--- src/sv/shl_pkg.sv ---
package shl_pkg;

    // payload widths fixed by the item format
    localparam int unsigned CH_W     = 8;
    localparam int unsigned KIND_W   = 2;
    localparam int unsigned VALUE_W  = 64;
    localparam int unsigned REASON_W = 3;

    // characters of interest
    localparam logic [CH_W-1:0] CH_NUL   = 8'h00;
    localparam logic [CH_W-1:0] CH_SPACE = 8'h20;
    localparam logic [CH_W-1:0] CH_TAB   = 8'h09;
    localparam logic [CH_W-1:0] CH_COMMA = 8'h2c;
    localparam logic [CH_W-1:0] CH_ZERO  = 8'h30;
    localparam logic [CH_W-1:0] CH_LOW_X = 8'h78;
    localparam logic [CH_W-1:0] CH_UP_X  = 8'h58;

    // parser phase
    typedef enum logic [2:0] {
        PH_START      = 3'd0,
        PH_GOT0       = 3'd1,
        PH_FIRSTDIG   = 3'd2,
        PH_DIGITS     = 3'd3,
        PH_TRAIL      = 3'd4,
        PH_AFTERCOMMA = 3'd5,
        PH_REJECTED   = 3'd6
    } t_phase;

    // result kinds
    typedef enum logic [KIND_W-1:0] {
        KIND_MORE   = 2'd0,
        KIND_LAST   = 2'd1,
        KIND_REJECT = 2'd2
    } t_kind;

    // reject reasons
    typedef enum logic [REASON_W-1:0] {
        RSN_NONE      = 3'd0,
        RSN_PREFIX    = 3'd1,
        RSN_NO_DIGITS = 3'd2,
        RSN_OVERFLOW  = 3'd3,
        RSN_ZERO      = 3'd4,
        RSN_JUNK      = 3'd5,
        RSN_COMMA     = 3'd6
    } t_reason;

    // decoded hex digit
    typedef struct packed {
        logic       ok;
        logic [3:0] d;
    } t_hex;

    function automatic t_hex hex_decode(input logic [CH_W-1:0] c);
        t_hex h;
        h.ok = 1'b0;
        h.d  = 4'd0;
        if (c >= 8'h30 && c <= 8'h39) begin
            h.ok = 1'b1;
            h.d  = 4'(c - 8'h30);
        end else if (c >= 8'h61 && c <= 8'h66) begin
            h.ok = 1'b1;
            h.d  = 4'(c - 8'h57);
        end else if (c >= 8'h41 && c <= 8'h46) begin
            h.ok = 1'b1;
            h.d  = 4'(c - 8'h37);
        end
        return h;
    endfunction

    function automatic logic is_blank(input logic [CH_W-1:0] c);
        return (c == CH_SPACE) || (c == CH_TAB);
    endfunction

endpackage

--- src/sv/shl_if.sv ---
// character channel
interface shl_ch_if;
    logic                           valid;
    logic                           ready;
    logic [shl_pkg::CH_W-1:0]       ch;

    modport source (output valid, output ch, input ready);
    modport sink   (input valid, input ch, output ready);
endinterface

// result channel
interface shl_res_if;
    logic                           valid;
    logic                           ready;
    logic [shl_pkg::KIND_W-1:0]     kind;
    logic [shl_pkg::VALUE_W-1:0]    value;
    logic [shl_pkg::REASON_W-1:0]   reject_reason;

    modport source (output valid, output kind, output value, output reject_reason,
                    input ready);
    modport sink   (input valid, input kind, input value, input reject_reason,
                    output ready);
endinterface

--- src/sv/strict_hex_list_parser_core.sv ---
// channel   dir  payload                          handshake
// i_in      in   ch[7:0]                          valid/ready
// o_out     out  kind[1:0] value[63:0]            valid/ready
//                reject_reason[2:0]
//
// one character per cycle while the input is not stalled; a result shows in the cycle after its character
// the phase and accumulator update in the cycle the character is taken
// a single output register holds a result; input stalls only while it is
// full and not being taken
// synchronous active-low reset returns to token start with a zero value

module strict_hex_list_parser_core #(
    parameter int unsigned VALUE_BITS = 64
) (
    input  logic            i_clk,
    input  logic            i_rst_n,
    shl_ch_if.sink          i_in,
    shl_res_if.source       o_out
);

    shl_pkg::t_phase              r_phase, n_phase;
    logic [VALUE_BITS-1:0]        r_acc, n_acc;

    logic                         r_out_valid;
    shl_pkg::t_kind               r_kind, n_kind;
    logic [shl_pkg::VALUE_W-1:0]  r_value, n_value;
    shl_pkg::t_reason             r_reason, n_reason;
    logic                         n_emit;

    logic                         accept;
    logic [shl_pkg::CH_W-1:0]     c;
    shl_pkg::t_hex                hx;
    logic                         blank;
    logic                         top_busy;

    // handshake
    assign i_in.ready = !r_out_valid || o_out.ready;
    assign accept     = i_in.valid && i_in.ready;

    // character decode
    assign c        = i_in.ch;
    assign hx       = shl_pkg::hex_decode(c);
    assign blank    = shl_pkg::is_blank(c);
    assign top_busy = (r_acc[VALUE_BITS-1 -: 4] != 4'd0);

    // next phase and accumulator
    always_comb begin
        n_phase = r_phase;
        n_acc   = r_acc;
        unique case (r_phase) inside
            shl_pkg::PH_START, shl_pkg::PH_AFTERCOMMA: begin
                if (r_phase == shl_pkg::PH_AFTERCOMMA && c == shl_pkg::CH_NUL) begin
                    n_phase = shl_pkg::PH_START;
                    n_acc   = '0;
                end else if (blank) begin
                    n_phase = shl_pkg::PH_START;
                end else if (c == shl_pkg::CH_ZERO) begin
                    n_phase = shl_pkg::PH_GOT0;
                end else begin
                    n_phase = (c == shl_pkg::CH_NUL) ? shl_pkg::PH_START
                                                     : shl_pkg::PH_REJECTED;
                    n_acc   = '0;
                end
            end
            shl_pkg::PH_GOT0: begin
                n_acc = '0;
                if (c == shl_pkg::CH_LOW_X || c == shl_pkg::CH_UP_X) begin
                    n_phase = shl_pkg::PH_FIRSTDIG;
                end else begin
                    n_phase = (c == shl_pkg::CH_NUL) ? shl_pkg::PH_START
                                                     : shl_pkg::PH_REJECTED;
                end
            end
            shl_pkg::PH_FIRSTDIG: begin
                if (hx.ok) begin
                    n_phase = shl_pkg::PH_DIGITS;
                    n_acc   = VALUE_BITS'(hx.d);
                end else begin
                    n_phase = (c == shl_pkg::CH_NUL) ? shl_pkg::PH_START
                                                     : shl_pkg::PH_REJECTED;
                    n_acc   = '0;
                end
            end
            shl_pkg::PH_DIGITS, shl_pkg::PH_TRAIL: begin
                if (hx.ok && r_phase == shl_pkg::PH_DIGITS) begin
                    if (top_busy) begin
                        n_phase = (c == shl_pkg::CH_NUL) ? shl_pkg::PH_START
                                                         : shl_pkg::PH_REJECTED;
                        n_acc   = '0;
                    end else begin
                        n_acc = {r_acc[VALUE_BITS-5:0], hx.d};
                    end
                end else if (blank) begin
                    n_phase = shl_pkg::PH_TRAIL;
                end else begin
                    // token ends: comma, end of list, or junk
                    n_acc = '0;
                    if (r_acc != '0 && c == shl_pkg::CH_COMMA) begin
                        n_phase = shl_pkg::PH_AFTERCOMMA;
                    end else if (c == shl_pkg::CH_NUL) begin
                        n_phase = shl_pkg::PH_START;
                    end else begin
                        n_phase = shl_pkg::PH_REJECTED;
                    end
                end
            end
            default: begin
                // ignore the tail of a rejected list
                if (c == shl_pkg::CH_NUL) begin
                    n_phase = shl_pkg::PH_START;
                    n_acc   = '0;
                end else begin
                    n_phase = shl_pkg::PH_REJECTED;
                end
            end
        endcase
    end

    // result for the current character
    always_comb begin
        n_emit   = 1'b0;
        n_kind   = shl_pkg::KIND_REJECT;
        n_value  = '0;
        n_reason = shl_pkg::RSN_NONE;
        unique case (r_phase) inside
            shl_pkg::PH_START, shl_pkg::PH_AFTERCOMMA: begin
                if (r_phase == shl_pkg::PH_AFTERCOMMA && c == shl_pkg::CH_NUL) begin
                    n_emit   = 1'b1;
                    n_reason = shl_pkg::RSN_COMMA;
                end else if (!blank && c != shl_pkg::CH_ZERO) begin
                    n_emit   = 1'b1;
                    n_reason = shl_pkg::RSN_PREFIX;
                end
            end
            shl_pkg::PH_GOT0: begin
                if (c != shl_pkg::CH_LOW_X && c != shl_pkg::CH_UP_X) begin
                    n_emit   = 1'b1;
                    n_reason = shl_pkg::RSN_PREFIX;
                end
            end
            shl_pkg::PH_FIRSTDIG: begin
                if (!hx.ok) begin
                    n_emit   = 1'b1;
                    n_reason = shl_pkg::RSN_NO_DIGITS;
                end
            end
            shl_pkg::PH_DIGITS, shl_pkg::PH_TRAIL: begin
                if (hx.ok && r_phase == shl_pkg::PH_DIGITS) begin
                    if (top_busy) begin
                        n_emit   = 1'b1;
                        n_reason = shl_pkg::RSN_OVERFLOW;
                    end
                end else if (!blank) begin
                    n_emit = 1'b1;
                    if (r_acc == '0) begin
                        n_reason = shl_pkg::RSN_ZERO;
                    end else if (c == shl_pkg::CH_NUL) begin
                        n_kind  = shl_pkg::KIND_LAST;
                        n_value = shl_pkg::VALUE_W'(r_acc);
                    end else if (c == shl_pkg::CH_COMMA) begin
                        n_kind  = shl_pkg::KIND_MORE;
                        n_value = shl_pkg::VALUE_W'(r_acc);
                    end else begin
                        n_reason = shl_pkg::RSN_JUNK;
                    end
                end
            end
            default: begin
                n_emit = 1'b0;
            end
        endcase
    end

    // parser state
    always_ff @(posedge i_clk) begin
        if (!i_rst_n) begin
            r_phase <= shl_pkg::PH_START;
            r_acc   <= '0;
        end else if (accept) begin
            r_phase <= n_phase;
            r_acc   <= n_acc;
        end
    end

    // output register valid
    always_ff @(posedge i_clk) begin
        if (!i_rst_n) begin
            r_out_valid <= 1'b0;
        end else if (accept) begin
            r_out_valid <= n_emit;
        end else if (o_out.ready) begin
            r_out_valid <= 1'b0;
        end
    end

    // output register payload
    always_ff @(posedge i_clk) begin
        if (accept && n_emit) begin
            r_kind   <= n_kind;
            r_value  <= n_value;
            r_reason <= n_reason;
        end
    end

    assign o_out.valid         = r_out_valid;
    assign o_out.kind          = r_kind;
    assign o_out.value         = r_value;
    assign o_out.reject_reason = r_reason;

`ifndef ASSERT_OFF
    // a zero byte always starts a new list
    a_nul_restarts: assert property (@(posedge i_clk) disable iff (!i_rst_n)
        (accept && i_in.ch == shl_pkg::CH_NUL) |=> (r_phase == shl_pkg::PH_START))
        else $error("zero byte did not return parser to token start");

    // rejections carry a reason and no value
    a_reject_form: assert property (@(posedge i_clk) disable iff (!i_rst_n)
        (r_out_valid && r_kind == shl_pkg::KIND_REJECT)
            |-> (r_value == '0 && r_reason != shl_pkg::RSN_NONE))
        else $error("rejection result malformed");

    // emitted values are nonzero and carry no reason
    a_value_form: assert property (@(posedge i_clk) disable iff (!i_rst_n)
        (r_out_valid && r_kind != shl_pkg::KIND_REJECT)
            |-> (r_value != '0 && r_reason == shl_pkg::RSN_NONE))
        else $error("value result malformed");

    // accumulator is clear while waiting for the first digit
    a_acc_clear: assert property (@(posedge i_clk) disable iff (!i_rst_n)
        (r_phase == shl_pkg::PH_FIRSTDIG || r_phase == shl_pkg::PH_AFTERCOMMA)
            |-> (r_acc == '0))
        else $error("accumulator not clear before token digits");
`endif

endmodule

--- src/flat_wrapper.sv ---
// flat-port wrapper written by rule: the top's interface ports become plain ports
module strict_hex_list_parser_core_flat 
#(
    parameter int unsigned VALUE_BITS = 64
)
  (i_clk, i_rst_n, i_in_valid, i_in_ch, i_in_ready, o_out_valid, o_out_kind, o_out_value, o_out_reject_reason, o_out_ready);
  shl_ch_if i_in_i ();
  shl_res_if o_out_i ();
  input  logic i_clk;
  input  logic i_rst_n;
  input wire logic [$bits(i_in_i.valid)-1:0] i_in_valid;
  input wire logic [$bits(i_in_i.ch)-1:0] i_in_ch;
  output wire logic [$bits(i_in_i.ready)-1:0] i_in_ready;
  output wire logic [$bits(o_out_i.valid)-1:0] o_out_valid;
  output wire logic [$bits(o_out_i.kind)-1:0] o_out_kind;
  output wire logic [$bits(o_out_i.value)-1:0] o_out_value;
  output wire logic [$bits(o_out_i.reject_reason)-1:0] o_out_reject_reason;
  input wire logic [$bits(o_out_i.ready)-1:0] o_out_ready;
  assign i_in_i.valid = i_in_valid;
  assign i_in_i.ch = i_in_ch;
  assign i_in_ready = i_in_i.ready;
  assign o_out_valid = o_out_i.valid;
  assign o_out_kind = o_out_i.kind;
  assign o_out_value = o_out_i.value;
  assign o_out_reject_reason = o_out_i.reject_reason;
  assign o_out_i.ready = o_out_ready;
  strict_hex_list_parser_core #(.VALUE_BITS(VALUE_BITS)) u_core (.i_clk(i_clk), .i_rst_n(i_rst_n), .i_in(i_in_i), .o_out(o_out_i));
endmodule
--- config.mk ---
export PLATFORM = sky130hd
export DESIGN_NAME = strict_hex_list_parser_core_flat
export DESIGN_NICKNAME = d
export VERILOG_FILES = /design/src/sv/shl_pkg.sv /design/src/sv/shl_if.sv /design/src/sv/strict_hex_list_parser_core.sv /design/src/flat_wrapper.sv
export SDC_FILE = /design/constraint.sdc
export NUM_CORES = 1
export LEC_CHECK = 0
export ABC_AREA = 1
export BUFFER_PORTS_ARGS = -buffer_cell sky130_fd_sc_hd__buf_2
export CAP_MARGIN = 20
export CORE_MARGIN = 3
export CORE_UTILIZATION = 47
export CTS_CLUSTER_SIZE = 10
export DETAILED_ROUTE_END_ITERATION = 10
export GPL_TIMING_DRIVEN = 0
export PLACE_DENSITY = 0.73
export SLEW_MARGIN = 10
export SYNTH_ARGS = -nofsm -noshare
export SYNTH_HDL_FRONTEND = slang
export SYNTH_SLANG_ARGS = --single-unit
--- constraint.sdc ---
create_clock -name i_clk -period 3.4 [get_ports i_clk]
set_input_delay 0.68 -clock i_clk [delete_from_list [all_inputs] [get_ports i_clk]]
set_output_delay 0.68 -clock i_clk [all_outputs]
set_load 0.01 [all_outputs]
======== Yosys cells after proc, flatten, opt, wreduce, memory -nomap -nowiden ========
Index checks and enable logic that the tools add are counted.
operators by class
  mux-type cells .......................... 48
  order comparisons ....................... 6
  bitwise operators ....................... 1
  equality and inequality tests ........... 18
  reduce and logical (&&, ||, !) cells .... 27
  add/sub/neg operators ................... 3
operator list
  kind                 count
  $mux 64              9
  $pmux 64 s4          1
  $logic_not 64->1     1
  $reduce_bool 64->1   1
  $mux 3               16
  $eq 8x6->1 const B   3
  $pmux 3 s4           2
  $eq 8x7->1 const B   2
  $ge 8x7->1 const B   2
  $le 8x7->1 const B   2
  $ne 8x7->1 const B   2
  $mux 5               3
  $mux 1               11
  $logic_and 1x1->1    10
  $eq 8x4->1 const B   1
  $ge 8x6->1 const B   1
  $le 8x6->1 const B   1
  $logic_not 8->1      1
  $mux 2               4
  $ne 8x6->1 const B   1
  $sub 4x3->4 const B  2
  $eq 3x2->1 const B   2
  $eq 3x3->1 const B   2
  $ne 3x2->1 const B   2
  other kinds (16)     21
storage, ports and cells
  output and inout port bits .............. 71
  word-level logic and storage cells ...... 109
  register bits ........................... 137

======== Logic depth before layout (Yosys ltp) ========
  word-level depth ........................ 9
  gate-level depth with buffers ........... 15
  mapped depth without buffers ............ 13

======== Worst setup path before layout ========
Ideal clock, no wire load.
  kind .................................... input port to flip-flop
  start ................................... input i_in_ch[0]
  end ..................................... register u_core.r_kind[0] (netlist: u_core.o_out.kind[0]) (enable)
  buffers on the path ..................... 0
  path slack .............................. -61 ps
  stages on the path ...................... 13
  arrival time ............................ 3038 ps
  cell sequence ........................... inv_1 ha_1 o21ai_2 nand2_2 nand2_4 nand2_4 nand2_2 nand2_2 nor2_4 nor2_1 nand2_1 nand2_1 inv_1
between the ends
  word-level cells in the longest chain between the ends .. 9
ends and longest elaborated chain
  item                                             line                                text
  start, declared                                  flat_wrapper.sv:12                  input wire logic [$bits(i_in_i.ch)-1:0] i_in_ch;
  $ge 8x7->1 / $le 8x7->1 (equally long branches)  shl_pkg.sv:63                       end else if (c >= 8'h41 && c <= 8'h46) begin
  $logic_and 1x1->1                                shl_pkg.sv:63
  $mux 5                                           shl_pkg.sv:63
  $mux 5                                           shl_pkg.sv:60                       end else if (c >= 8'h61 && c <= 8'h66) begin
  $mux 5                                           shl_pkg.sv:57                       if (c >= 8'h30 && c <= 8'h39) begin
  $logic_and 1x1->1                                strict_hex_list_parser_core.sv:148  if (hx.ok && r_phase == shl_pkg::PH_DIGITS) begin
  $mux 1                                           strict_hex_list_parser_core.sv:148
  $pmux 1 s4 *                                     strict_hex_list_parser_core.sv:125  unique case (r_phase) inside
  $logic_and 1x1->1 *                              strict_hex_list_parser_core.sv:198  if (accept && n_emit) begin
  end signal, assigned                             strict_hex_list_parser_core.sv:199  r_kind <= n_kind;
  end, declared                                    strict_hex_list_parser_core.sv:25   shl_pkg::t_kind r_kind, n_kind;
Mark *: on every way between the ends. The rest lies on a longest branch, timed or not.
A chain may end at the register's enable or synchronous reset.

======== Worst setup path after layout ========
  start ................................... input i_in_ch[1]
  end ..................................... register u_core.r_value (netlist bit u_core.o_out.value[26]) (enable)
between the ends
  word-level cells in the longest chain between the ends .. 9
ends and longest elaborated chain
  item                                             line                                text
  $ge 8x7->1 / $le 8x7->1 (equally long branches)  shl_pkg.sv:63
  $logic_and 1x1->1                                shl_pkg.sv:63
  $mux 5                                           shl_pkg.sv:63
  $mux 5                                           shl_pkg.sv:60
  $mux 5                                           shl_pkg.sv:57
  $logic_and 1x1->1                                strict_hex_list_parser_core.sv:148
  $mux 1                                           strict_hex_list_parser_core.sv:148
  $pmux 1 s4 *                                     strict_hex_list_parser_core.sv:125
  $logic_and 1x1->1 *                              strict_hex_list_parser_core.sv:198
  end signal, assigned                             strict_hex_list_parser_core.sv:200  r_value <= n_value;
  end, declared                                    strict_hex_list_parser_core.sv:26   logic [shl_pkg::VALUE_W-1:0] r_value, n_value;
Marks and branches as above.

==> Implementation_results.wiki <==
{| class="wikitable"
! Metric !! Value
|-
| Result of the run || complete, no violations
|-
| Main combinational cell family by area after synthesis || simple AND/OR/NAND/NOR gates
|-
| Leakage power summed over all cells || 0.00358 uW
|-
| Data arrival time of the critical path || 3.02 ns
|-
| Slew Limit Fails || 0
|-
| Synthesized netlist net count || 839
|-
| I/O pin count || 83
|-
| Post-detailed-placement cell area || 0.00721 sq mm
|-
| Total Power || 4820 uW
|-
| Synth unique cells || 30
|-
| Largest net degree at the start of global routing || 43
|-
| Die area || 0.0154 sq mm
|-
| Diode count || 0
|-
| Number of I/O port buffers || 81
|-
| Die H || 124 um
|-
| Worst min-delay path class || reg -> reg
|-
| Final global-route overflow total || 0
|-
| Number of vias in the routed layout || 5231
|-
| Slowest CP cell || clkinvlp_4
|-
| Initial antenna violation count || 0
|-
| Overall Global Routing Usage || 0.181
|-
| Part of the Yosys area used for sequential elements || 0.523
|-
| Synth Area in Simple Gates || 0.271
|-
| Number of max-cap violations || 0
|-
| Setup-violating endpoint count in the final report || 0
|-
| Pre-antenna DRT Iters || 5
|-
| Placeable Area || 0.0135 sq mm
|-
| Placer congestion estimate || 0.864
|-
| Parity-gate share of the synthesized area counting xor and xnor cells || 0
|-
| Core Rows || 42
|-
| Worst-skew pair later-pin latency || around 0.42 ns
|-
| CTS Buf Count || 17
|-
| TritonCTS clock tree || done
|-
| Area fraction in compound gates after synthesis || 0.0616
|-
| Worst IR Drop VDD || 409 uV
|-
| Global-route wire length before repair || 22000 um
|-
| Capturing element type of the critical path || register
|-
| Final Hold Fails || 0
|-
| Vias per std cell || ~4.7
|-
| TritonCTS Sinks || approximately 140
|-
| GR Layer Usage met2 || 0.299
|-
| Worst-case clock skew || about 0.013 ns
|-
| Peak per-stage delay on the critical path || 0.55 ns
|-
| Final nets || 940
|-
| Average detailed-routed wire length per instance || 11.9 um
|-
| Post-synthesis mux area share || 0
|-
| Routed Antenna Nets || 0
|-
| Critical setup path kind || in -> reg
|-
| Number of gates given a new drive strength after cts || 0
|-
| Setup repair after global routing missed its margin || false
|-
| Met1 usage || 0.237
|-
| Clk Tree Root Cell || clkbuf_16
|-
| Worst hold slack after final layout || between 0.5 and 0.6 ns
|-
| FF+latch count, synth || 137
|-
| Crit Path Max Fanout || 42
|-
| Ratio of cells with drive above 1 in the final layout || 0.231
|-
| Most used routing layer in global routing || met2
|-
| Die X-Extent || between 100 and 150 um
|-
| HPWL after detailed placement || 9360 um
|-
| Initial detailed-routing violation count || 351
|-
| Critical Path RT || approximately 3.6 ns
|-
| Number of fillers in the final layout || 1241
|-
| Clock transition at the registers of the reported paths || 0.06 ns
|-
| Cells traversed along the worst timing path || buf_2 -> inv_1 -> ha_1 -> inv_1 -> nand3_1 -> nand3_1 -> nand2_4 -> nand2_2 -> nand2_2 -> nor2_4 -> nor2_1 -> nand2_1 -> nand2_1 -> clkinvlp_4 -> buf_12
|-
| Area growth syn-to-layout || 19.3%
|-
| Minimum clock period after layout || approximately 2.9 ns
|-
| Post-Syn Instances || slightly above 800
|-
| Post-CTS repair timing setup buffer count || 0
|-
| Global-route met3 utilization || 0.0400
|-
| Actual slew at the worst max-slew pin || between 0.6 and 0.7 ns
|-
| Ratio of total power to cell area || 616 mW/mm^2
|-
| Startpoint class of the critical path || primary input
|-
| Maximum clock frequency || between 300 and 400 MHz
|-
| Arithmetic-cell share of the synthesized area counting full adders, half adders and majority gates || 0.00763
|-
| Number of hold buffers added after CTS || 0
|-
| Via count of the first global-routing pass || around 4700
|-
| Slew Limit Headroom || 0.562
|-
| Post-detailed-routing wire length || 13300 um
|-
| Initial Utilization || 0.488
|-
| Netlist Area Pre-Place || between 0.006 and 0.007 sq mm
|-
| Synthesis Warnings || 0
|-
| Deepest clock path buffer count || 2
|-
| Final instance area || a little under 0.008 sq mm
|-
| Htree depth || 4
|-
| Post-route fraction of the period consumed by the critical path || 0.846
|-
| Total DRC errors in the routed layout || 0
|-
| Mean instance size in the synthesized netlist || 7.97 sq um
|}
[layout make-up]
class                   instances  area, sq um  share of cell area
flip-flops and latches        137         3430               0.439
multi-input cells             489         2230               0.286
inverters                     163          616              0.0787
clock buffers                  21          470              0.0601
repair buffers                 82          425              0.0544
plain buffers                  34          280              0.0358
well taps                     176          220              0.0281
clock inverters                11          145              0.0185
[worst max-delay path, delay by kind of cell]
| kind | cells | cell delay [ns] |
|---|---|---|
| simple gates | 9 | 0.87 |
| buf+inv | 5 | 1.24 |
| fa+ha+maj | 1 | 0.19 |
[logic make-up after synthesis]
group / after synthesis
simple gates: 407
flops: 137
compound gates: 78
buf+inv: 197
fa+ha+maj: 4
[flip-flops by register name, summed over array words and instances, names as in the netlist]
register / cells
u_core.r_acc: 64
u_core.o_out.value: 64
u_core.o_out.kind: 2
u_core.r_phase: 3
u_core.o_out.reject_reason: 3
u_core.o_out.valid: 1
[layer usage]
layer | vias up | wire (um)
met5 | - | 0
met4 | 0 | 139
met3 | 12 | 584
met2 | 125 | 6360
met1 | 2397 | 6210
li1 | 2697 | -
[final timing paths]
path,cells after the start,slack [ns],to,start
worst max-delay path,15,0.52,u_core.o_out.value[26],i_in_ch[1]
worst min-delay path,2,0.51,u_core.o_out.valid,u_core.o_out.valid
worst max register to register,10,0.97,u_core.o_out.value[26],u_core.r_phase[1]
worst min register to register,2,0.51,u_core.o_out.valid,u_core.o_out.valid
[power by group]
part / switching (uW) / internal (uW) / leakage, uW
clock: 682 / 1210 / 0.000297
sequential: 74.4 / 1950 / 0.00124
combinational: 590 / 315 / 0.00205
[cells in the mapped netlist]
cell	instances	share of area
buf_2	2	0.0015
nor2_4	1	0.0017
edfxtp_1	69	0.32
o21ai_0	3	0.0023
nand3b_1	2	0.0023
dfxtp_1	68	0.21
inv_1	149	0.085
nand3_2	2	0.0031
nand4_2	1	0.0019
inv_2	14	0.0080
nor2_2	52	0.050
buf_4	2	0.0023
a31oi_1	1	0.00095
ha_1	4	0.0076
nand4_1	5	0.0048
o21ai_1	62	0.047
nor3_4	1	0.0025
nor3_1	2	0.0015
clkbuf_1	11	0.0063
o22ai_1	1	0.00095
nor2_1	196	0.11
a21oi_1	8	0.0061
nand2_2	5	0.0048
buf_6	19	0.033
nand2_4	3	0.0051
and3_1	1	0.00095
nand2_1	119	0.068
nand3_1	17	0.013
o2111ai_1	2	0.0027
o21ai_2	1	0.0013
[stage by stage]
| stage | utilization | cells | setup TNS, ns | setup WS [ns] |
|---|---|---|---|---|
| 2_1_floorplan | - | 823 | 0 | 0.287 |
| 3_3_place_gp | 0.534 | 1080 | -30.45 | -0.446 |
| 3_5_place_dp | 0.536 | 1081 | 0 | 0.0716 |
| 4_1_cts | 0.582 | 1113 | 0 | 0.504 |
| 5_1_grt | 0.582 | 1113 | 0 | 0.311 |
| 6_report | 0.582 | 1113 | 0 | 0.523 |
[cell usage in the layout, fill, tap and decap left out, types with 2 or more instances in the layout]
cell / Yosys / layout
edfxtp_1: 69 / 69
nand3_2: 2 / 2
clkinv_4: 0 / 3
nand2_1: 119 / 119
nor3_1: 2 / 2
ha_1: 4 / 4
buf_4: 2 / 2
a21oi_1: 8 / 8
nand4_1: 5 / 5
clkbuf_8: 0 / 3
inv_2: 14 / 14
nor2_2: 52 / 52
dfxtp_1: 68 / 68
bufinv_16: 0 / 3
nor2_1: 196 / 196
nand3_1: 17 / 17
o2111ai_1: 2 / 2
clkinv_2: 0 / 2
nand3b_1: 2 / 2
nand2_4: 3 / 3
buf_6: 19 / 19
clkinvlp_4: 0 / 3
buf_2: 2 / 83
nand2_2: 5 / 5
inv_1: 149 / 148
o21ai_0: 3 / 3
o21ai_1: 62 / 62
clkbuf_16: 0 / 17
clkbuf_1: 11 / 12
(Power assumes the default switching activity.)
